[config.mk]
export PLATFORM = sky130hd
export DESIGN_NAME = audio_peak_limiter_unit_flat
export DESIGN_NICKNAME = d
export VERILOG_FILES = /design/src/hdl/apl_pkg.sv /design/src/hdl/apl_in_if.sv /design/src/hdl/apl_out_if.sv /design/src/hdl/audio_peak_limiter_unit.sv /design/src/hdl/apl_serial_mul.sv /design/src/hdl/apl_serial_div.sv /design/src/flat_wrapper.sv
export VERILOG_INCLUDE_DIRS = /design/src /design/src/hdl
export SDC_FILE = /design/constraint.sdc
export NUM_CORES = 1
export LEC_CHECK = 0
export ABC_AREA = 1
export BUFFER_PORTS_ARGS = -buffer_cell sky130_fd_sc_hd__buf_4
export CAP_MARGIN = 20
export CORE_MARGIN = 4
export CORE_UTILIZATION = 55
export CTS_CLUSTER_DIAMETER = 100
export DETAILED_ROUTE_END_ITERATION = 8
export PLACE_DENSITY = 0.72
export SLEW_MARGIN = 20
export SYNTH_ARGS = -nofsm -noshare
export SYNTH_HDL_FRONTEND = slang
export SYNTH_SLANG_ARGS = --single-unit
[constraint.sdc]
create_clock -name clk -period 3.8 [get_ports clk]
set_input_delay 1.14 -clock clk [delete_from_list [all_inputs] [get_ports clk]]
set_output_delay 1.14 -clock clk [all_outputs]
set_load 0.1 [all_outputs]
[src/hdl/audio_peak_limiter_unit_macros.svh]
// Assertion macros shared by the peak limiter RTL.
`ifndef AUDIO_PEAK_LIMITER_UNIT_MACROS_SVH
`define AUDIO_PEAK_LIMITER_UNIT_MACROS_SVH

// Same-cycle implication, checked on every rising edge out of reset.
`define APL_ASSERT_NOW(lbl, ante, cons, msg) \
    lbl: assert property (@(posedge clk) disable iff (!rst_n) (ante) |-> (cons)) \
        else $error(msg);

// Next-cycle implication.
`define APL_ASSERT_NEXT(lbl, ante, cons, msg) \
    lbl: assert property (@(posedge clk) disable iff (!rst_n) (ante) |=> (cons)) \
        else $error(msg);

`endif

[src/hdl/apl_pkg.sv]
// Types and constants of the audio peak limiter.
package apl_pkg;

    localparam int SAMPLE_W   = 16;
    localparam int LEVEL_W    = 15;
    localparam int COEFF_W    = 16;
    localparam int GAIN_W     = 17;
    localparam int FRAC_W     = 16;
    localparam int CFG_IDX_W  = 2;
    localparam int CFG_DATA_W = 17;

    // serial multiplier: 17 x 17 operands, one multiplier bit per cycle
    localparam int MUL_W      = 17;
    localparam int MUL_STEPS  = 17;
    localparam int MUL_CNT_W  = 5;

    // serial divider: one quotient bit per cycle
    localparam int DIV_W      = 16;
    localparam int DIV_STEPS  = 16;
    localparam int DIV_CNT_W  = 4;

    localparam logic [GAIN_W-1:0]  UNITY_GAIN      = 17'd65536;
    localparam logic [LEVEL_W-1:0] THRESHOLD_RESET = 15'd32767;
    localparam logic [LEVEL_W-1:0] CEILING_RESET   = 15'd32767;
    localparam logic [COEFF_W-1:0] RELEASE_RESET   = 16'd65386;
    localparam logic [GAIN_W-1:0]  MIN_GAIN_RESET  = 17'd65536;

    localparam logic [CFG_IDX_W-1:0] CFG_THRESHOLD = 2'd0;
    localparam logic [CFG_IDX_W-1:0] CFG_CEILING   = 2'd1;
    localparam logic [CFG_IDX_W-1:0] CFG_RELEASE   = 2'd2;
    localparam logic [CFG_IDX_W-1:0] CFG_MIN_GAIN  = 2'd3;

    typedef enum logic [3:0] {
        ST_IDLE,
        ST_M1_GO,
        ST_M1_WAIT,
        ST_DECIDE,
        ST_DIV_GO,
        ST_DIV_WAIT,
        ST_FLOOR,
        ST_M2_GO,
        ST_M2_WAIT,
        ST_EMIT
    } state_t;

    // status of a serial arithmetic unit
    typedef struct packed {
        logic busy;
        logic done;
    } unit_stat_t;

endpackage

[src/hdl/apl_in_if.sv]
// Sample channel: valid/ready with the input sample and frame start flag.
interface apl_in_if;
    logic                                valid;
    logic                                ready;
    logic signed [apl_pkg::SAMPLE_W-1:0] sample_in;
    logic                                frame_start;

    modport source (output valid, output sample_in, output frame_start, input ready);
    modport sink   (input valid, input sample_in, input frame_start, output ready);
endinterface

[src/hdl/apl_out_if.sv]
// Result channel: valid/ready with the limited sample and applied gain.
interface apl_out_if;
    logic                                valid;
    logic                                ready;
    logic signed [apl_pkg::SAMPLE_W-1:0] sample_out;
    logic        [apl_pkg::GAIN_W-1:0]   gain_out;

    modport source (output valid, output sample_out, output gain_out, input ready);
    modport sink   (input valid, input sample_out, input gain_out, output ready);
endinterface

[src/hdl/audio_peak_limiter_unit.sv]
// Peak limiter top level: config registers, sequencer and output register.
//
// Peak limiter with instant attack and exponential release on signed 16-bit
// samples. One sample is worked on at a time: it is taken on the sample
// channel while the sequencer is idle. The gain releases, or, when the
// ceiling or threshold test fires, a gain is divided out. The work is done
// by the 17-step shift-add multipliers (one pass for the ceiling test and
// release product in parallel, one pass for the output product) and the
// 16-step restoring divider. The result sits in an output register, so the
// next sample is taken while it waits. The user must see that registers are
// written on the plain write port only while the block is idle; the block
// itself does not enforce it. Index 0 threshold, 1 ceiling, 2 release
// coefficient, 3 minimum gain (values above unity act as unity).
`include "audio_peak_limiter_unit_macros.svh"

module audio_peak_limiter_unit (
    input  logic                               clk,
    input  logic                               rst_n,
    apl_in_if.sink                             sample_ch,
    apl_out_if.source                          result_ch,
    input  logic                               cfg_we,
    input  logic [apl_pkg::CFG_IDX_W-1:0]      cfg_index,
    input  logic [apl_pkg::CFG_DATA_W-1:0]     cfg_data
);

    localparam int PROD_W = 2 * apl_pkg::MUL_W;
    localparam int FW     = apl_pkg::FRAC_W;

    apl_pkg::state_t state_reg, state_next;

    logic [apl_pkg::LEVEL_W-1:0]  thr_reg;
    logic [apl_pkg::LEVEL_W-1:0]  ceil_reg;
    logic [apl_pkg::COEFF_W-1:0]  rel_reg;
    logic [apl_pkg::GAIN_W-1:0]   ming_reg;
    logic [apl_pkg::GAIN_W-1:0]   cur_gain_reg;

    logic [apl_pkg::SAMPLE_W-1:0] mag_reg;
    logic                         neg_reg;
    logic [apl_pkg::GAIN_W-1:0]   g_reg;
    logic [apl_pkg::GAIN_W-1:0]   gsel_reg;
    logic [apl_pkg::LEVEL_W-1:0]  level_reg;

    logic signed [apl_pkg::SAMPLE_W-1:0] out_sample_reg;
    logic [apl_pkg::GAIN_W-1:0]          out_gain_reg;
    logic                                out_valid_reg;

    logic                  mul0_start, mul1_start, div_start;
    logic [PROD_W-1:0]     mul0_prod, mul1_prod;
    logic [apl_pkg::DIV_W-1:0] div_q;
    apl_pkg::unit_stat_t   mul0_stat, mul1_stat, div_stat;

    logic                  accept;
    logic                  emit;
    logic                  ceil_hit;
    logic                  thr_hit;
    logic [PROD_W-1:0]     rel_sum;
    logic [apl_pkg::GAIN_W:0] rel_q;
    logic [apl_pkg::GAIN_W-1:0] rel_gain;
    logic [apl_pkg::GAIN_W-1:0] floor_g;
    logic [apl_pkg::GAIN_W-1:0] floored;
    logic [apl_pkg::SAMPLE_W-1:0] mag_in;
    logic [apl_pkg::GAIN_W-1:0] scaled;
    logic signed [apl_pkg::SAMPLE_W-1:0] y_sat;

    apl_serial_mul u_mul_mag (
        .clk     (clk),
        .rst_n   (rst_n),
        .start   (mul0_start),
        .op_a    ({1'b0, mag_reg}),
        .op_b    (g_reg),
        .product (mul0_prod),
        .stat    (mul0_stat)
    );

    apl_serial_mul u_mul_rel (
        .clk     (clk),
        .rst_n   (rst_n),
        .start   (mul1_start),
        .op_a    ({1'b0, rel_reg}),
        .op_b    (g_reg),
        .product (mul1_prod),
        .stat    (mul1_stat)
    );

    apl_serial_div u_div (
        .clk      (clk),
        .rst_n    (rst_n),
        .start    (div_start),
        .level    (level_reg),
        .divisor  (mag_reg),
        .quotient (div_q),
        .stat     (div_stat)
    );

    // datapath decisions
    always_comb
    begin
        mag_in   = sample_ch.sample_in[apl_pkg::SAMPLE_W-1]
                   ? (~sample_ch.sample_in + 1'b1) : sample_ch.sample_in;
        ceil_hit = (mul0_prod > {3'b000, ceil_reg, {FW{1'b0}}});
        thr_hit  = ({1'b0, thr_reg} < mag_reg) && (g_reg == apl_pkg::UNITY_GAIN);
        // c*g + (1 - c) with c in Q0.16 and g in Q1.16, taken back down by 16 bits
        rel_sum  = mul1_prod
                   + {1'b0, apl_pkg::UNITY_GAIN - {1'b0, rel_reg}, {FW{1'b0}}};
        rel_q    = rel_sum[PROD_W-1:FW];
        rel_gain = (rel_q > {1'b0, apl_pkg::UNITY_GAIN})
                   ? apl_pkg::UNITY_GAIN : rel_q[apl_pkg::GAIN_W-1:0];
        floor_g  = (ming_reg > apl_pkg::UNITY_GAIN) ? apl_pkg::UNITY_GAIN : ming_reg;
        floored  = (gsel_reg < floor_g) ? floor_g : gsel_reg;
        scaled   = mul0_prod[FW+apl_pkg::GAIN_W-1:FW];
        if (neg_reg)
        begin
            if (scaled > apl_pkg::GAIN_W'(32768))
                y_sat = 16'sh8000;
            else
                y_sat = apl_pkg::SAMPLE_W'(~scaled + 1'b1);
        end
        else
        begin
            if (scaled > apl_pkg::GAIN_W'(32767))
                y_sat = 16'sh7fff;
            else
                y_sat = scaled[apl_pkg::SAMPLE_W-1:0];
        end
    end

    // sequencer
    always_ff @(posedge clk or negedge rst_n)
    begin
        if (!rst_n)
            state_reg <= apl_pkg::ST_IDLE;
        else
            state_reg <= state_next;
    end

    always_comb
    begin
        state_next      = state_reg;
        mul0_start      = 1'b0;
        mul1_start      = 1'b0;
        div_start       = 1'b0;
        emit            = 1'b0;
        sample_ch.ready = 1'b0;
        case (state_reg)
            apl_pkg::ST_IDLE:
            begin
                sample_ch.ready = 1'b1;
                if (sample_ch.valid)
                    state_next = apl_pkg::ST_M1_GO;
            end
            apl_pkg::ST_M1_GO:
            begin
                mul0_start = 1'b1;
                mul1_start = 1'b1;
                state_next = apl_pkg::ST_M1_WAIT;
            end
            apl_pkg::ST_M1_WAIT:
            begin
                if (mul0_stat.done)
                    state_next = apl_pkg::ST_DECIDE;
            end
            apl_pkg::ST_DECIDE:
            begin
                if (ceil_hit || thr_hit)
                    state_next = apl_pkg::ST_DIV_GO;
                else
                    state_next = apl_pkg::ST_FLOOR;
            end
            apl_pkg::ST_DIV_GO:
            begin
                div_start  = 1'b1;
                state_next = apl_pkg::ST_DIV_WAIT;
            end
            apl_pkg::ST_DIV_WAIT:
            begin
                if (div_stat.done)
                    state_next = apl_pkg::ST_FLOOR;
            end
            apl_pkg::ST_FLOOR:
            begin
                state_next = apl_pkg::ST_M2_GO;
            end
            apl_pkg::ST_M2_GO:
            begin
                mul0_start = 1'b1;
                state_next = apl_pkg::ST_M2_WAIT;
            end
            apl_pkg::ST_M2_WAIT:
            begin
                if (mul0_stat.done)
                    state_next = apl_pkg::ST_EMIT;
            end
            apl_pkg::ST_EMIT:
            begin
                // wait here only if the previous result has not been taken
                if (!out_valid_reg || result_ch.ready)
                begin
                    emit       = 1'b1;
                    state_next = apl_pkg::ST_IDLE;
                end
            end
            default:
            begin
                state_next = apl_pkg::ST_IDLE;
            end
        endcase
    end

    assign accept = sample_ch.valid && sample_ch.ready;

    // configuration and gain state
    always_ff @(posedge clk or negedge rst_n)
    begin
        if (!rst_n)
        begin
            thr_reg      <= apl_pkg::THRESHOLD_RESET;
            ceil_reg     <= apl_pkg::CEILING_RESET;
            rel_reg      <= apl_pkg::RELEASE_RESET;
            ming_reg     <= apl_pkg::MIN_GAIN_RESET;
            cur_gain_reg <= apl_pkg::UNITY_GAIN;
            out_valid_reg <= 1'b0;
        end
        else
        begin
            if (cfg_we)
            begin
                case (cfg_index)
                    apl_pkg::CFG_THRESHOLD: thr_reg  <= cfg_data[apl_pkg::LEVEL_W-1:0];
                    apl_pkg::CFG_CEILING:   ceil_reg <= cfg_data[apl_pkg::LEVEL_W-1:0];
                    apl_pkg::CFG_RELEASE:   rel_reg  <= cfg_data[apl_pkg::COEFF_W-1:0];
                    apl_pkg::CFG_MIN_GAIN:  ming_reg <= cfg_data[apl_pkg::GAIN_W-1:0];
                    default: ;
                endcase
            end
            if (state_reg == apl_pkg::ST_FLOOR)
                cur_gain_reg <= floored;
            if (emit)
                out_valid_reg <= 1'b1;
            else if (result_ch.ready)
                out_valid_reg <= 1'b0;
        end
    end

    // per-sample payload
    always_ff @(posedge clk)
    begin
        if (accept)
        begin
            mag_reg <= mag_in;
            neg_reg <= sample_ch.sample_in[apl_pkg::SAMPLE_W-1];
            g_reg   <= sample_ch.frame_start ? apl_pkg::UNITY_GAIN : cur_gain_reg;
        end
        if (state_reg == apl_pkg::ST_DECIDE)
        begin
            level_reg <= ceil_hit ? ceil_reg : thr_reg;
            gsel_reg  <= rel_gain;
        end
        if (div_stat.done && (state_reg == apl_pkg::ST_DIV_WAIT))
            gsel_reg <= {1'b0, div_q};
        if (state_reg == apl_pkg::ST_FLOOR)
            g_reg <= floored;
        if (emit)
        begin
            out_sample_reg <= y_sat;
            out_gain_reg   <= g_reg;
        end
    end

    assign result_ch.valid      = out_valid_reg;
    assign result_ch.sample_out = out_sample_reg;
    assign result_ch.gain_out   = out_gain_reg;

    `APL_ASSERT_NOW(a_gain_le_unity, 1'b1, cur_gain_reg <= apl_pkg::UNITY_GAIN,
        "stored gain above unity")
    `APL_ASSERT_NOW(a_div_level_below_mag, state_reg == apl_pkg::ST_DIV_GO,
        ({1'b0, level_reg} < mag_reg), "divider started with level not below magnitude")
    `APL_ASSERT_NOW(a_muls_in_step,
        (state_reg == apl_pkg::ST_M1_WAIT) && mul0_stat.done, mul1_stat.done,
        "release multiplier out of step")
    `APL_ASSERT_NOW(a_idle_units_quiet, state_reg == apl_pkg::ST_IDLE,
        !mul0_stat.busy && !mul1_stat.busy && !div_stat.busy,
        "arithmetic unit busy while idle")
    `APL_ASSERT_NEXT(a_emit_gain_floored, emit, result_ch.gain_out >= floor_g,
        "emitted gain below floor")

endmodule

[src/hdl/apl_serial_mul.sv]
// Shift-add serial multiplier, one multiplier bit per cycle.
module apl_serial_mul (
    input  logic                               clk,
    input  logic                               rst_n,
    input  logic                               start,
    input  logic [apl_pkg::MUL_W-1:0]          op_a,
    input  logic [apl_pkg::MUL_W-1:0]          op_b,
    output logic [2*apl_pkg::MUL_W-1:0]        product,
    output apl_pkg::unit_stat_t                stat
);

    logic [apl_pkg::MUL_W-1:0]     a_reg;
    logic [apl_pkg::MUL_W-1:0]     hi_reg;
    logic [apl_pkg::MUL_W-1:0]     lo_reg;
    logic [apl_pkg::MUL_CNT_W-1:0] cnt_reg;
    logic                          busy_reg;
    logic                          done_reg;
    logic [apl_pkg::MUL_W:0]       sum;
    logic                          last;

    always_comb
    begin
        if (lo_reg[0])
            sum = {1'b0, hi_reg} + {1'b0, a_reg};
        else
            sum = {1'b0, hi_reg};
        last = (cnt_reg == apl_pkg::MUL_CNT_W'(apl_pkg::MUL_STEPS - 1));
    end

    always_ff @(posedge clk or negedge rst_n)
    begin
        if (!rst_n)
        begin
            busy_reg <= 1'b0;
            done_reg <= 1'b0;
            cnt_reg  <= '0;
        end
        else
        begin
            done_reg <= 1'b0;
            if (start)
            begin
                busy_reg <= 1'b1;
                cnt_reg  <= '0;
            end
            else if (busy_reg)
            begin
                cnt_reg <= cnt_reg + 1'b1;
                if (last)
                begin
                    busy_reg <= 1'b0;
                    done_reg <= 1'b1;
                end
            end
        end
    end

    // low half starts as the multiplier and fills with product bits
    always_ff @(posedge clk)
    begin
        if (start)
        begin
            a_reg  <= op_a;
            hi_reg <= '0;
            lo_reg <= op_b;
        end
        else if (busy_reg)
        begin
            hi_reg <= sum[apl_pkg::MUL_W:1];
            lo_reg <= {sum[0], lo_reg[apl_pkg::MUL_W-1:1]};
        end
    end

    assign product   = {hi_reg, lo_reg};
    assign stat.busy = busy_reg;
    assign stat.done = done_reg;

endmodule

[src/hdl/apl_serial_div.sv]
// Restoring serial divider of level * 2^16 by a larger magnitude, one bit per cycle.
module apl_serial_div (
    input  logic                           clk,
    input  logic                           rst_n,
    input  logic                           start,
    input  logic [apl_pkg::LEVEL_W-1:0]    level,
    input  logic [apl_pkg::DIV_W-1:0]      divisor,
    output logic [apl_pkg::DIV_W-1:0]      quotient,
    output apl_pkg::unit_stat_t            stat
);

    logic [apl_pkg::DIV_W-1:0]     d_reg;
    logic [apl_pkg::DIV_W-1:0]     rem_reg;
    logic [apl_pkg::DIV_W-1:0]     q_reg;
    logic [apl_pkg::DIV_CNT_W-1:0] cnt_reg;
    logic                          busy_reg;
    logic                          done_reg;
    logic [apl_pkg::DIV_W:0]       shifted;
    logic [apl_pkg::DIV_W:0]       diff;
    logic                          ge;
    logic                          last;

    // level < divisor, so the remainder always fits in DIV_W bits
    always_comb
    begin
        shifted = {rem_reg, 1'b0};
        diff    = shifted - {1'b0, d_reg};
        ge      = (shifted >= {1'b0, d_reg});
        last    = (cnt_reg == apl_pkg::DIV_CNT_W'(apl_pkg::DIV_STEPS - 1));
    end

    always_ff @(posedge clk or negedge rst_n)
    begin
        if (!rst_n)
        begin
            busy_reg <= 1'b0;
            done_reg <= 1'b0;
            cnt_reg  <= '0;
        end
        else
        begin
            done_reg <= 1'b0;
            if (start)
            begin
                busy_reg <= 1'b1;
                cnt_reg  <= '0;
            end
            else if (busy_reg)
            begin
                cnt_reg <= cnt_reg + 1'b1;
                if (last)
                begin
                    busy_reg <= 1'b0;
                    done_reg <= 1'b1;
                end
            end
        end
    end

    always_ff @(posedge clk)
    begin
        if (start)
        begin
            d_reg   <= divisor;
            rem_reg <= {1'b0, level};
            q_reg   <= '0;
        end
        else if (busy_reg)
        begin
            rem_reg <= ge ? diff[apl_pkg::DIV_W-1:0] : shifted[apl_pkg::DIV_W-1:0];
            q_reg   <= {q_reg[apl_pkg::DIV_W-2:0], ge};
        end
    end

    assign quotient  = q_reg;
    assign stat.busy = busy_reg;
    assign stat.done = done_reg;

endmodule

[src/flat_wrapper.sv]
// flat-port wrapper written by rule: the top's interface ports become plain ports
module audio_peak_limiter_unit_flat 
  (clk, rst_n, cfg_we, cfg_index, cfg_data, sample_ch_valid, sample_ch_sample_in, sample_ch_frame_start, sample_ch_ready, result_ch_valid, result_ch_sample_out, result_ch_gain_out, result_ch_ready);
  apl_in_if sample_ch_i ();
  apl_out_if result_ch_i ();
  input  logic clk;
  input  logic rst_n;
  input  logic cfg_we;
  input  logic [apl_pkg::CFG_IDX_W-1:0] cfg_index;
  input  logic [apl_pkg::CFG_DATA_W-1:0] cfg_data;
  input wire logic [$bits(sample_ch_i.valid)-1:0] sample_ch_valid;
  input wire logic [$bits(sample_ch_i.sample_in)-1:0] sample_ch_sample_in;
  input wire logic [$bits(sample_ch_i.frame_start)-1:0] sample_ch_frame_start;
  output wire logic [$bits(sample_ch_i.ready)-1:0] sample_ch_ready;
  output wire logic [$bits(result_ch_i.valid)-1:0] result_ch_valid;
  output wire logic [$bits(result_ch_i.sample_out)-1:0] result_ch_sample_out;
  output wire logic [$bits(result_ch_i.gain_out)-1:0] result_ch_gain_out;
  input wire logic [$bits(result_ch_i.ready)-1:0] result_ch_ready;
  assign sample_ch_i.valid = sample_ch_valid;
  assign sample_ch_i.sample_in = sample_ch_sample_in;
  assign sample_ch_i.frame_start = sample_ch_frame_start;
  assign sample_ch_ready = sample_ch_i.ready;
  assign result_ch_valid = result_ch_i.valid;
  assign result_ch_sample_out = result_ch_i.sample_out;
  assign result_ch_gain_out = result_ch_i.gain_out;
  assign result_ch_i.ready = result_ch_ready;
  audio_peak_limiter_unit u_core (.clk(clk), .rst_n(rst_n), .sample_ch(sample_ch_i), .result_ch(result_ch_i), .cfg_we(cfg_we), .cfg_index(cfg_index), .cfg_data(cfg_data));
endmodule
# [Word-level counts from Yosys, hierarchy flattened]
# Index checks and enable logic that the tools add are counted.
[totals] reg_bits=351 in_bits=41 out_inout_bits=35 wordCells=153
[classes] addsub=10 n_lt_le_gt_ge=8 eq_ne=21 muxes=58 n_bitwise=2 reduce_logical=20
[ops] operator="17-bit two-way mux" n=10
[ops] operator="16-bit two-way mux" n=6
[ops] operator="15-bit two-way mux" n=4
[ops] operator="4-bit one-hot mux with 10 select lines" n=1
[ops] operator="17-bit by 16-bit adder with 18-bit output" n=2
[ops] operator="18-bit two-way mux" n=2
[ops] operator="34-bit by 33-bit adder with 34-bit output" n=1
[ops] operator="34-bit by 31-bit > comparator with 1-bit output" n=1
[ops] operator="16-bit by 1-bit adder with 16-bit output (second input constant)" n=2
[ops] operator="16-bit NOT" n=2
[ops] operator="4-bit two-way mux" n=7
[ops] operator="1-bit two-way mux" n=23
[ops] operator="5-bit two-way mux" n=4
[ops] operator="18-bit by 17-bit > comparator with 1-bit output (second input constant)" n=1
[ops] operator="17-bit equality test (second input constant)" n=1
[ops] operator="17-bit by 16-bit greater-or-equal comparator with 1-bit output" n=1
[ops] operator="17-bit by 15-bit > comparator with 1-bit output (second input constant)" n=1
[ops] operator="17-bit by 16-bit > comparator with 1-bit output (second input constant)" n=1
[ops] operator="17-bit > comparator (second input constant)" n=1
[ops] operator="17-bit < comparator" n=1
[ops] operator="17-bit by 16-bit subtractor with 17-bit output (first input constant)" n=1
[ops] operator="4-bit by 3-bit equality test with 1-bit output (second input constant)" n=4
[ops] operator="15-bit by 16-bit < comparator with 1-bit output" n=1
[ops] operator="16-bit subtractor" n=1
[ops] operator="20 further kinds" n=40

# [Logic depth before layout (Yosys ltp)]
# Gate-level depths: netlist (run 1).
[logic_depth] word_depth=6 mapped_depth=27 ltp_nobuf=26

# [Modules after synthesis]
# From an unflattened synthesis (run 1), not the netlist that was laid out.
[hier_totals] hier_cells=2585 area_unflattened_um2=20818.7
[modules_own_cells] mod="audio_peak_limiter_unit" n_inst=1 cells_per_inst=1296 area_per_inst_um2=10876.7 seq_area_each_um2=5144.9
[modules_own_cells] mod="apl_serial_mul (u_core.u_mul_mag)" n_inst=1 cells_per_inst=439 area_per_inst_um2=3330.7 seq_area_each_um2=1536.5
[modules_own_cells] mod="apl_serial_mul (u_core.u_mul_rel)" n_inst=1 cells_per_inst=439 area_per_inst_um2=3323.2 seq_area_each_um2=1536.5
[modules_own_cells] mod="apl_serial_div" n_inst=1 cells_per_inst=411 area_per_inst_um2=3288.2 seq_area_each_um2=1421.4

# [Worst setup path before layout (run 1)]
# Ideal clock, no wire load.
[synth_path] path_type="reg2reg" startpoint="register u_core.state_reg[0]" endpoint="register u_core.g_reg[0] (netlist name), enable pin" setup_time_ns=0.415 arrival_ns=3.356 t_required_ns=3.385 slack_ns=0.029 path_stages_with_launch=6 path_buffers=0 synth_period_minus_slack_ns=3.771 cell_sequence="dfrtp_1 > nor2_1 > inv_1 > nor2_1 > inv_1 > o21ai_0"
[synth_via] elab_chain_cells=4 word_cells_on_any_way=5 cone_classes="eq/ne (1); mux (1); reduce/logical (3)"
[synth_lines] element="start: declaration" line_no="audio_peak_limiter_unit.sv:29" source="apl_pkg::state_t state_reg, state_next;"
[synth_lines] element="start signal: assignment" line_no="audio_peak_limiter_unit.sv:131" source="state_reg <= apl_pkg::ST_IDLE;"
[synth_lines] element="start signal: assignment" line_no="audio_peak_limiter_unit.sv:133" source="state_reg <= state_next;"
[synth_lines] element="4-bit logical NOT" line_no="audio_peak_limiter_unit.sv:144" source="case (state_reg)"
[synth_lines] element="1-bit two-way mux" line_no="audio_peak_limiter_unit.sv:144"
[synth_lines] element="net sample_ch_ready" line_no="flat_wrapper.sv:14" source="output wire logic [$bits(sample_ch_i.ready)-1:0] sample_ch_ready;"
[synth_lines] element="1-bit logical AND" line_no="audio_peak_limiter_unit.sv:209" source="assign accept = sample_ch.valid && sample_ch.ready;"
[synth_lines] element="2-bit nonzero test (no source line)"
[synth_lines] element="end signal: assignment" line_no="audio_peak_limiter_unit.sv:251" source="g_reg <= sample_ch.frame_start ? apl_pkg::UNITY_GAIN : cur_gain_reg;"
[synth_lines] element="end signal: assignment" line_no="audio_peak_limiter_unit.sv:261" source="g_reg <= floored;"
[synth_lines] element="end: declaration" line_no="audio_peak_limiter_unit.sv:39" source="logic [apl_pkg::GAIN_W-1:0] g_reg;"
# The timed path passes the listed nets, and every way through them passes these cells.
# A chain may end at the register's enable or synchronous reset.

# [Worst setup path in the final report (run 1)]
[layout_path] startpoint="register u_core.rel_reg[0] (netlist name)" endpoint="register u_core.gsel_reg[1] (netlist name), data pin"
[layout_via] elab_chain_cells=6
[layout_lines] element="start: declaration" line_no="audio_peak_limiter_unit.sv:33" source="logic [apl_pkg::COEFF_W-1:0] rel_reg;"
[layout_lines] element="start signal: assignment" line_no="audio_peak_limiter_unit.sv:218" source="rel_reg <= apl_pkg::RELEASE_RESET;"
[layout_lines] element="start signal: assignment" line_no="audio_peak_limiter_unit.sv:230" source="apl_pkg::CFG_RELEASE: rel_reg <= cfg_data[apl_pkg::COEFF_W-1:0];"
[layout_lines] element="17-bit by 16-bit subtractor with 17-bit output *" line_no="audio_peak_limiter_unit.sv:104" source="+ {1'b0, apl_pkg::UNITY_GAIN - {1'b0, rel_reg}, {FW{1'b0}}};"
[layout_lines] element="34-bit by 33-bit adder with 34-bit output *" line_no="audio_peak_limiter_unit.sv:104"
[layout_lines] element="18-bit by 17-bit > comparator with 1-bit output" line_no="audio_peak_limiter_unit.sv:106" source="rel_gain = (rel_q > {1'b0, apl_pkg::UNITY_GAIN})"
[layout_lines] element="17-bit two-way mux *" line_no="audio_peak_limiter_unit.sv:107" source="? apl_pkg::UNITY_GAIN : rel_q[apl_pkg::GAIN_W-1:0];"
[layout_lines] element="16-bit two-way mux *" line_no="audio_peak_limiter_unit.sv:253" source="if (state_reg == apl_pkg::ST_DECIDE)"
[layout_lines] element="16-bit two-way mux *" line_no="audio_peak_limiter_unit.sv:258" source="if (div_stat.done && (state_reg == apl_pkg::ST_DIV_WAIT))"
[layout_lines] element="end signal: assignment" line_no="audio_peak_limiter_unit.sv:256" source="gsel_reg <= rel_gain;"
[layout_lines] element="end signal: assignment" line_no="audio_peak_limiter_unit.sv:259" source="gsel_reg <= {1'b0, div_q};"
[layout_lines] element="end: declaration" line_no="audio_peak_limiter_unit.sv:40" source="logic [apl_pkg::GAIN_W-1:0] gsel_reg;"
# Mark *: on every way between the ends. The rest lies on a longest branch, timed or not. The select of a mux whose other input is x is not followed.

==> results of run 1 <==
## power by group
group	total, W	switching, W	internal, W
logic	0.00963	0.00623	0.00341
registers	0.00696	0.00111	0.00586
clock network	0.00364	0.00152	0.00211
## per-layer routing
metal | up-vias | part of all wire | track usage
met5 | - | 0 | 0
met4 | 0 | 0.035 | 0.09656
met3 | 103 | 0.064 | 0.03863
met2 | 522 | 0.48 | 0.4297
met1 | 7572 | 0.43 | 0.3484
li1 | 7815 | - | -
## cell families after synthesis
family | count (synthesis)
fa+ha+maj | 124
compound gates | 430
flops | 351
xor+xnor | 61
buf+inv | 391
simple gates | 929
## cell usage in the layout (no fill, tap or decap), types with 14 or more instances in the layout
cell       Yosys  final
nand2_2       13     14
a21oi_1      114    112
xor2_1        40     39
inv_1        322    319
nor3_1        26     26
dfxtp_1       52     52
clkbuf_16      0     40
a21o_1        15     15
nor4_1        19     19
ha_1         120    117
o21ai_0      217    215
nand3_1      143    142
o211ai_1      14     14
nand2_1      539    538
nand3_2       15     16
dfstp_2       44     44
nor2_1       119    112
buf_4          2     97
a22oi_1       17     17
xnor2_1       19     19
dfrtp_1       60     60
nand4_1       28     28
edfxtp_1     195    195
## path summary, 6_finish.rpt
path	slack, ns	endpoint	cells past startpoint
hold / removal	0.47	u_core.u_mul_mag.hi_reg[16]	2
min in group asynchronous	0.61	u_core.cur_gain_reg[10]	1
max in group asynchronous	2.37	u_core.ceil_reg[11]	2
setup / recovery	0.24	u_core.gsel_reg[1]	23
setup reg to reg	0.24	u_core.gsel_reg[1]	23
hold reg to reg	0.47	u_core.u_mul_mag.hi_reg[16]	2
## stage by stage
step,setup WS (ns),area [um^2],hold WS (ns),power [W]
after floorplan,0.02922,19620,0.4332,0.01389
after global placement,0.2619,20640,0.4454,0.01607
after detailed placement,0.1665,20640,0.4587,0.01637
after CTS,0.1471,21860,0.4677,0.02010
after global routing,-0.01191,22030,0.4901,0.02195
final,0.2412,22030,0.4711,0.02023
## Yosys cell counts (2+ instances only)
cell type  number
nor3_2          3
a41oi_1         2
nor3_1         26
nand3_2        15
dfxtp_1        52
o21bai_1        2
nand2_2        13
and3_1          2
inv_2           9
o31ai_1         3
o211ai_1       14
o21ai_1        10
buf_2          10
o21a_1          7
a31oi_1         7
a21oi_1       114
buf_1           3
dfrtp_1        60
fa_1            4
clkinv_1        2
xor2_1         40
nor4_1         19
nand2_4         2
a22oi_1        17
inv_1         322
buf_4           2
nor2_2          6
o22ai_1        11
xnor2_1        19
nand2_1       539
nand4_1        28
nand3_1       143
o21ai_0       217
ha_1          120
clkbuf_1       40
or2_1           5
a21o_1         15
nand3b_1        6
nor2_1        119
xor2_2          2
a21oi_2         5
dfstp_2        44
edfxtp_1      195
## area by class of cell
cell class                 count  area share
multi-input combinational   1545      0.3929
clock buffer                  60     0.05292
tap                          455     0.02584
sequential                   351      0.4336
timing repair buffer         100     0.03538
clock inverter                 9    0.002442
inverter                     333     0.05695
## timing repair
item / CTS / global route
hold endpoints to repair: 0 / 0
endpoints found under the setup margin: 0 / 16
buffers inserted: 0 / 7
resized for setup: 0 / 22
## worst reg2reg max path: stages, from the launching register on
cell	delay (ns)
dfrtp_1	0.42
inv_2	0.09
ha_4	0.14
nand2_2	0.07
nor4_4	0.28
nand2_1	0.12
nor2_2	0.13
nand4_1	0.17
nor2_2	0.17
nand2_1	0.08
o21ai_1	0.13
nand2_1	0.07
inv_2	0.06
ha_4	0.21
a21oi_2	0.11
o21ai_1	0.08
a21oi_2	0.15
nand2_2	0.08
a21oi_2	0.18
xor2_2	0.21
clkinv_4	0.09
buf_12	0.15
nand3_1	0.08
nand2_1	0.05
==> impl_metrics.py, run 1 <==
metrics = {
    "worst_setup_path": {
        "arrival_ns": 3.87,
        "path_cells": "inv_2 > ha_4 > nand2_2 > nor4_4 > nand2_1 > nor2_2 > nand4_1 > nor2_2 > nand2_1 > o21ai_1 > nand2_1 > inv_2 > ha_4 > a21oi_2 > o21ai_1 > a21oi_2 > nand2_2 > a21oi_2 > xor2_2 > clkinv_4 > buf_12 > nand3_1 > nand2_1",
        "cp_max_fo": 8,
        "cp_common_cell": "nand2_1",
        "worst_setup_path_start_kind": "register",
        "cp_slowest_cell": "dfrtp_1",
        "path_buf_inv": 4,
        "critical_path.top_delay_family": "simple AND/OR/NAND/NOR gates",
        "critPathRequiredTime_ns": 4.11,
        "r2r_start": "u_core.rel_reg[0]",
        "critPathLaunch": "u_core.rel_reg[0]",
        "max_stage_delay_ns": 0.42,
        "crit_path_end_kind": "register",
        "worstSetupPathType": "register to register",
    },
    "sta": {
        "setup_viol": 0,
        "setup_tns_ns": 0,
        "maxSlewHeadroom": 0.3248,
        "period_needed_ns": 3.559,
        "finalCritPeriodShare": 0.9365,
        "tightest_slew_ns": 1.010,
        "hold_viol": 0,
        "max_freq_mhz": 281.0,
        "finalMaxSlewViolations": 0,
        "clock_skew_ns": 0.01996,
    },
    "synth": {
        "synth_area_leaders": "edfxtp_1 30%, nand2_1 10%, dfrtp_1 7.7%, ha_1 7.7%, inv_1 6.2%",
        "synth-seq-cells": 351,
        "synth_compound_area_frac": 0.1206,
        "ys_seq_area_frac": 0.4869,
        "syn_nets": 2451,
        "syn_inst": 2286,
        "synth.distinct_cells": 55,
        "synth_xor_area_frac": 0.02799,
        "async_flop_share": 0.2963,
        "synth_top_area_share": 0.2984,
        "ys.flop_type": "edfxtp_1",
        "synth_mux_area_frac": 0,
        "synth_top_area_cell": "edfxtp_1",
        "synth_top_family_by_area": "simple AND/OR/NAND/NOR gates",
        "synth_edf_count": 195,
        "yosys_warnings": 0,
        "syn_area_per_cell_um2": 8.584,
        "netlist_area_um2": 19620,
        "yosys.area_share.simple": 0.2064,
        "synthAdderAreaFrac": 0.08059,
    },
    "cells_and_area": {
        "multi_input_area_um2": 8657,
        "ff_latch_area_um2": 9554,
        "nNetsFinal": 2534,
        "antenna_cells": 0,
        "num-fill-cells": 2997,
        "drive_above_1_share": 0.1159,
        "syn_to_final_growth_pct": 12.29,
        "stdcell_count": 2853,
        "utilization": 0.6317,
    },
    "floorplanning": {
        "rows": 68,
        "die_w_um": 196.9,
        "start_util": 0.5626,
        "die_area_um2": 38770,
        "design.core.area_um2": 34880,
        "die_y_um": 196.9,
        "ios": 76,
    },
    "drt": {
        "wl_um": 50590,
        "avgRoutedWirePerCell_um": 17.73,
        "drc": 0,
        "ant_nets": 0,
        "via_per_inst": 5.612,
        "drtIter0Drc": 1231,
        "num_vias": 16010,
        "drt_first_pass_iters": 6,
    },
    "global_routing": {
        "grt_pass1_wl_um": 80980,
        "antenna_found_initial": 0,
        "grt_usage": 0.2592,
        "grt_pass1_vias": 15580,
        "grt_max_degree": 63,
        "overflow": 0,
    },
    "hold_path": {
        "hp-class": "register to register",
        "hp-start": "u_core.u_mul_mag.hi_reg[16]",
    },
    "pwr": {
        "p_leak_nw": 10.26,
        "max-vdd-ir-drop_mv": 0.5448,
        "power_density_nw_per_um2": 918.2,
    },
    "clock_tree": {
        "clk_pin_slew_worst_paths_ns": 0.06,
        "clock-root-buffer": "clkbuf_16",
        "cts_tree": "done",
        "cts_buffers": 38,
        "clock_latency_ns": 0.55,
        "htreeDepth": 2,
        "cts.sinks": 351,
        "cts.path.max_buffers": 3,
        "ctsHoldBuffers": 0,
    },
    "placed_design": {
        "post-place-cells": 2776,
        "port_buffers": 75,
        "hpwl_um": 37330,
        "place_congestion": 0.9123,
    },
    "run": {
        "maxCapViolCount": 0,
    },
    "status": {
        "status": "finished clean",
    },
}
Note: power is estimated with default switching activity, not from simulation.
==> run 2: changes to the inputs <==
--- a/config.mk
+++ b/config.mk
@@ -6,7 +6,7 @@
 export SDC_FILE = /design/constraint.sdc
 export NUM_CORES = 1
 export LEC_CHECK = 0
-export ABC_AREA = 1
+export ABC_AREA = 0
 export BUFFER_PORTS_ARGS = -buffer_cell sky130_fd_sc_hd__buf_4
 export CAP_MARGIN = 20
 export CORE_MARGIN = 4
==> impl_metrics.py, run 2 <==
metrics = {
    "status": {
        "status": "finished clean",
    },
    "worst_setup_path": {
        "crit_path_end_kind": "register",
        "critPathRequiredTime_ns": 4.07,
        "worst_setup_path_start_kind": "register",
        "r2r_start": "u_core.rel_reg[5]",
        "cp_slowest_cell": "or4_4",
        "worst-r2r-cell-count": 14,
        "cp_max_fo": 8,
        "path_cells": "or4_4 > nor4_4 > nand3b_1 > xor2_1 > ha_1 > nand4_1 > a211o_1 > a21oi_2 > nor3_2 > xor2_1 > nor2b_2 > a41oi_2 > nor2_4 > a22o_1",
        "r2r_end": "u_core.gsel_reg[3]",
        "arrival_ns": 3.98,
        "endpoint": "u_core.gsel_reg[3]",
        "max_stage_delay_ns": 0.55,
        "critPathLaunch": "u_core.rel_reg[5]",
        "worstSetupPathType": "register to register",
        "r2r_slack_ns": 0.08,
        "cp_common_cell": "xor2_1",
    },
    "clock_tree": {
        "clock-root-buffer": "clkbuf_16",
        "cts_tree": "done",
        "cts_buffers": 38,
        "cts.path.max_buffers": 3,
        "cts.sinks": 351,
        "clk_pin_slew_worst_paths_ns": 0.06,
        "htreeDepth": 2,
        "clock_latency_ns": 0.52,
        "ctsHoldBuffers": 0,
    },
    "global_routing": {
        "grt_max_degree": 56,
        "grt_pass1_vias": 13510,
        "antenna_found_initial": 0,
        "overflow": 0,
        "grt_pass1_wl_um": 72920,
        "grt_usage": 0.2351,
    },
    "cells_and_area": {
        "nNetsFinal": 2037,
        "utilization": 0.6416,
        "drive_above_1_share": 0.2150,
        "design_area_um2": 22110,
        "stdcell_count": 2357,
        "final_common_cell": "edfxtp_1",
        "num-fill-cells": 2617,
        "layout_common_cells": "195 x edfxtp_1, 154 x nand2_1, 146 x nor2_1",
        "syn_to_final_growth_pct": 15.32,
        "antenna_cells": 0,
    },
    "sta": {
        "period_needed_ns": 3.715,
        "clock_skew_ns": 0.01176,
        "finalMaxSlewViolations": 0,
        "whs_ns": 0.5078,
        "rsz0062_at_grt": "true",
        "finalCritPeriodShare": 0.9778,
        "tightest_slew_ns": 0.9653,
        "max_freq_mhz": 269.1,
        "hold_viol": 0,
        "setup_viol": 0,
        "maxSlewHeadroom": 0.3545,
        "setup_tns_ns": 0,
    },
    "floorplanning": {
        "die_y_um": 194.7,
        "die_area_um2": 37910,
        "rows": 68,
        "design.core.area_um2": 34460,
        "start_util": 0.5564,
        "ios": 76,
        "die_w_um": 194.7,
    },
    "synth": {
        "syn_area_per_cell_um2": 10.85,
        "synth.most_common_cell": "edfxtp_1",
        "ys.flop_type": "edfxtp_1",
        "syn_inst": 1767,
        "synth_top_area_share": 0.3054,
        "netlist_area_um2": 19170,
        "synth-seq-cells": 351,
        "synth.distinct_cells": 73,
        "synth_edf_count": 195,
        "async_flop_share": 0.2963,
        "yosys_warnings": 0,
        "synth_area_leaders": "edfxtp_1 31%, dfrtp_1 7.8%, ha_1 7.8%, dfstp_2 6.0%, mux2_2 5.5%",
        "synth_common_cells": "195 x edfxtp_1, 154 x nand2_1, 147 x nor2_1",
        "synth_top_area_cell": "edfxtp_1",
        "syn_nets": 1932,
        "ys_seq_area_frac": 0.4983,
    },
    "drt": {
        "drt_first_pass_iters": 6,
        "via_per_inst": 5.991,
        "num_vias": 14120,
        "wl_um": 46220,
        "ant_nets": 0,
        "drtIter0Drc": 1027,
        "drc": 0,
        "avgRoutedWirePerCell_um": 19.61,
    },
    "pwr": {
        "pwr-share-clk": 0.186,
        "p_seq_frac": 0.346,
        "switchingPower_w": 0.008078,
        "cell_internal_pwr_w": 0.01253,
        "p_leak_nw": 9.182,
        "power_density_nw_per_um2": 932.2,
        "max-vdd-ir-drop_mv": 0.4839,
        "p_comb_frac": 0.468,
        "swShare": 0.3919,
    },
    "run": {
        "maxCapViolCount": 0,
    },
    "placed_design": {
        "post-place-cells": 2286,
        "port_buffers": 75,
        "hpwl_um": 33230,
        "place_congestion": 0.9005,
        "placed_area_um2": 20530,
    },
    "hold_path": {
        "hp-class": "register to register",
    },
}
-- run 2: cell count changes after synthesis, moves of 19 or more --
cell / before / now
clkbuf_1: 40 / 64
nand2_1: 539 / 154
a311oi_1: 0 / 35
o21ai_0: 217 / 84
a21oi_1: 114 / 80
mux2i_1: 0 / 54
a211oi_1: 1 / 29
a21o_1: 15 / 34
xnor2_1: 19 / 56
inv_1: 322 / 83
mux2_2: 0 / 94
nand3_1: 143 / 28
nor2_1: 119 / 147
-- run 2: how the worst min path moves through the flow --
stage                                           end                      start  slack, ns  cells past startpoint
after floorplan              u_core.u_div.d_reg[10]         u_core.mag_reg[10]       0.45                      0
after global placement    u_core.u_div.quotient[15]  u_core.u_div.quotient[15]       0.48                      2
after detailed placement    u_core.cur_gain_reg[16]    u_core.cur_gain_reg[16]       0.50                      2
after CTS                   u_core.cur_gain_reg[16]    u_core.cur_gain_reg[16]       0.51                      2
after global routing        u_core.cur_gain_reg[16]    u_core.cur_gain_reg[16]       0.53                      2
final                       u_core.cur_gain_reg[16]    u_core.cur_gain_reg[16]       0.51                      2
-- run 2: layout make-up --
type,instances,area (um^2),area share
multi-input combinational,1256,9293,0.4203
sequential,351,9554,0.4321
clock buffer,50,1111,0.05025
timing repair buffer,136,1033,0.04674
inverter,89,339.1,0.01534
clock inverter,20,210.2,0.009507
tap,455,569.3,0.02575
-- run 2: cell families after synthesis --
logic type / count (synthesis) / synth area share
AND/OR/NAND/NOR: 510 / 0.1262
AO/OA/AOI/OAI: 385 / 0.1365
flip-flops: 351 / 0.4983
buffers and inverters: 160 / 0.03243
multiplexers: 148 / 0.08340
adder cells (fa/ha/maj): 124 / 0.08249
XOR/XNOR: 89 / 0.04066
-- run 2: power groups by stage --
stage          sequential (W)  combinational, W  clock [W]
6_report              0.00713           0.00965    0.00384
5_1_grt               0.00727            0.0107    0.00408
4_1_cts               0.00709           0.00939    0.00391
3_5_place_dp          0.00714           0.00919          0
3_3_place_gp          0.00710           0.00889          0
2_1_floorplan         0.00678           0.00698          0
-- run 2: per-layer routing --
layer  vias up  part of all wire  global-route usage
met1      6943              0.45              0.3328
met5         -                 0                   0
li1       6750                 -                   -
met4         0             0.016             0.04922
met3        51             0.052             0.03189
met2       377              0.48              0.3918
-- run 2: critical path, delay by kind of cell (launching register included) --
family	cells	cell delay, ns
AO/OA/AOI/OAI	4	0.98
XOR/XNOR	2	0.35
adder cells (fa/ha/maj)	1	0.35
flip-flops	1	0.37
AND/OR/NAND/NOR	7	1.40
-- run 2: what timing repair did --
item                                    CTS  global route
gates resized for setup                  17            32
buffers inserted                          2             1
pin swaps                                18            23
gates cloned                              0             0
endpoints found under the setup margin   16            17
-- run 2: metrics by stage --
| stage | total power [W] | setup slack [ns] |
|---|---|---|
| floorplan | 0.01376 | 0.02349 |
| detailed placement | 0.01633 | -0.1073 |
| CTS | 0.02038 | 0.01432 |
| global route | 0.02204 | -0.05381 |
| global placement | 0.01599 | -0.04873 |
| finish | 0.02061 | 0.08454 |
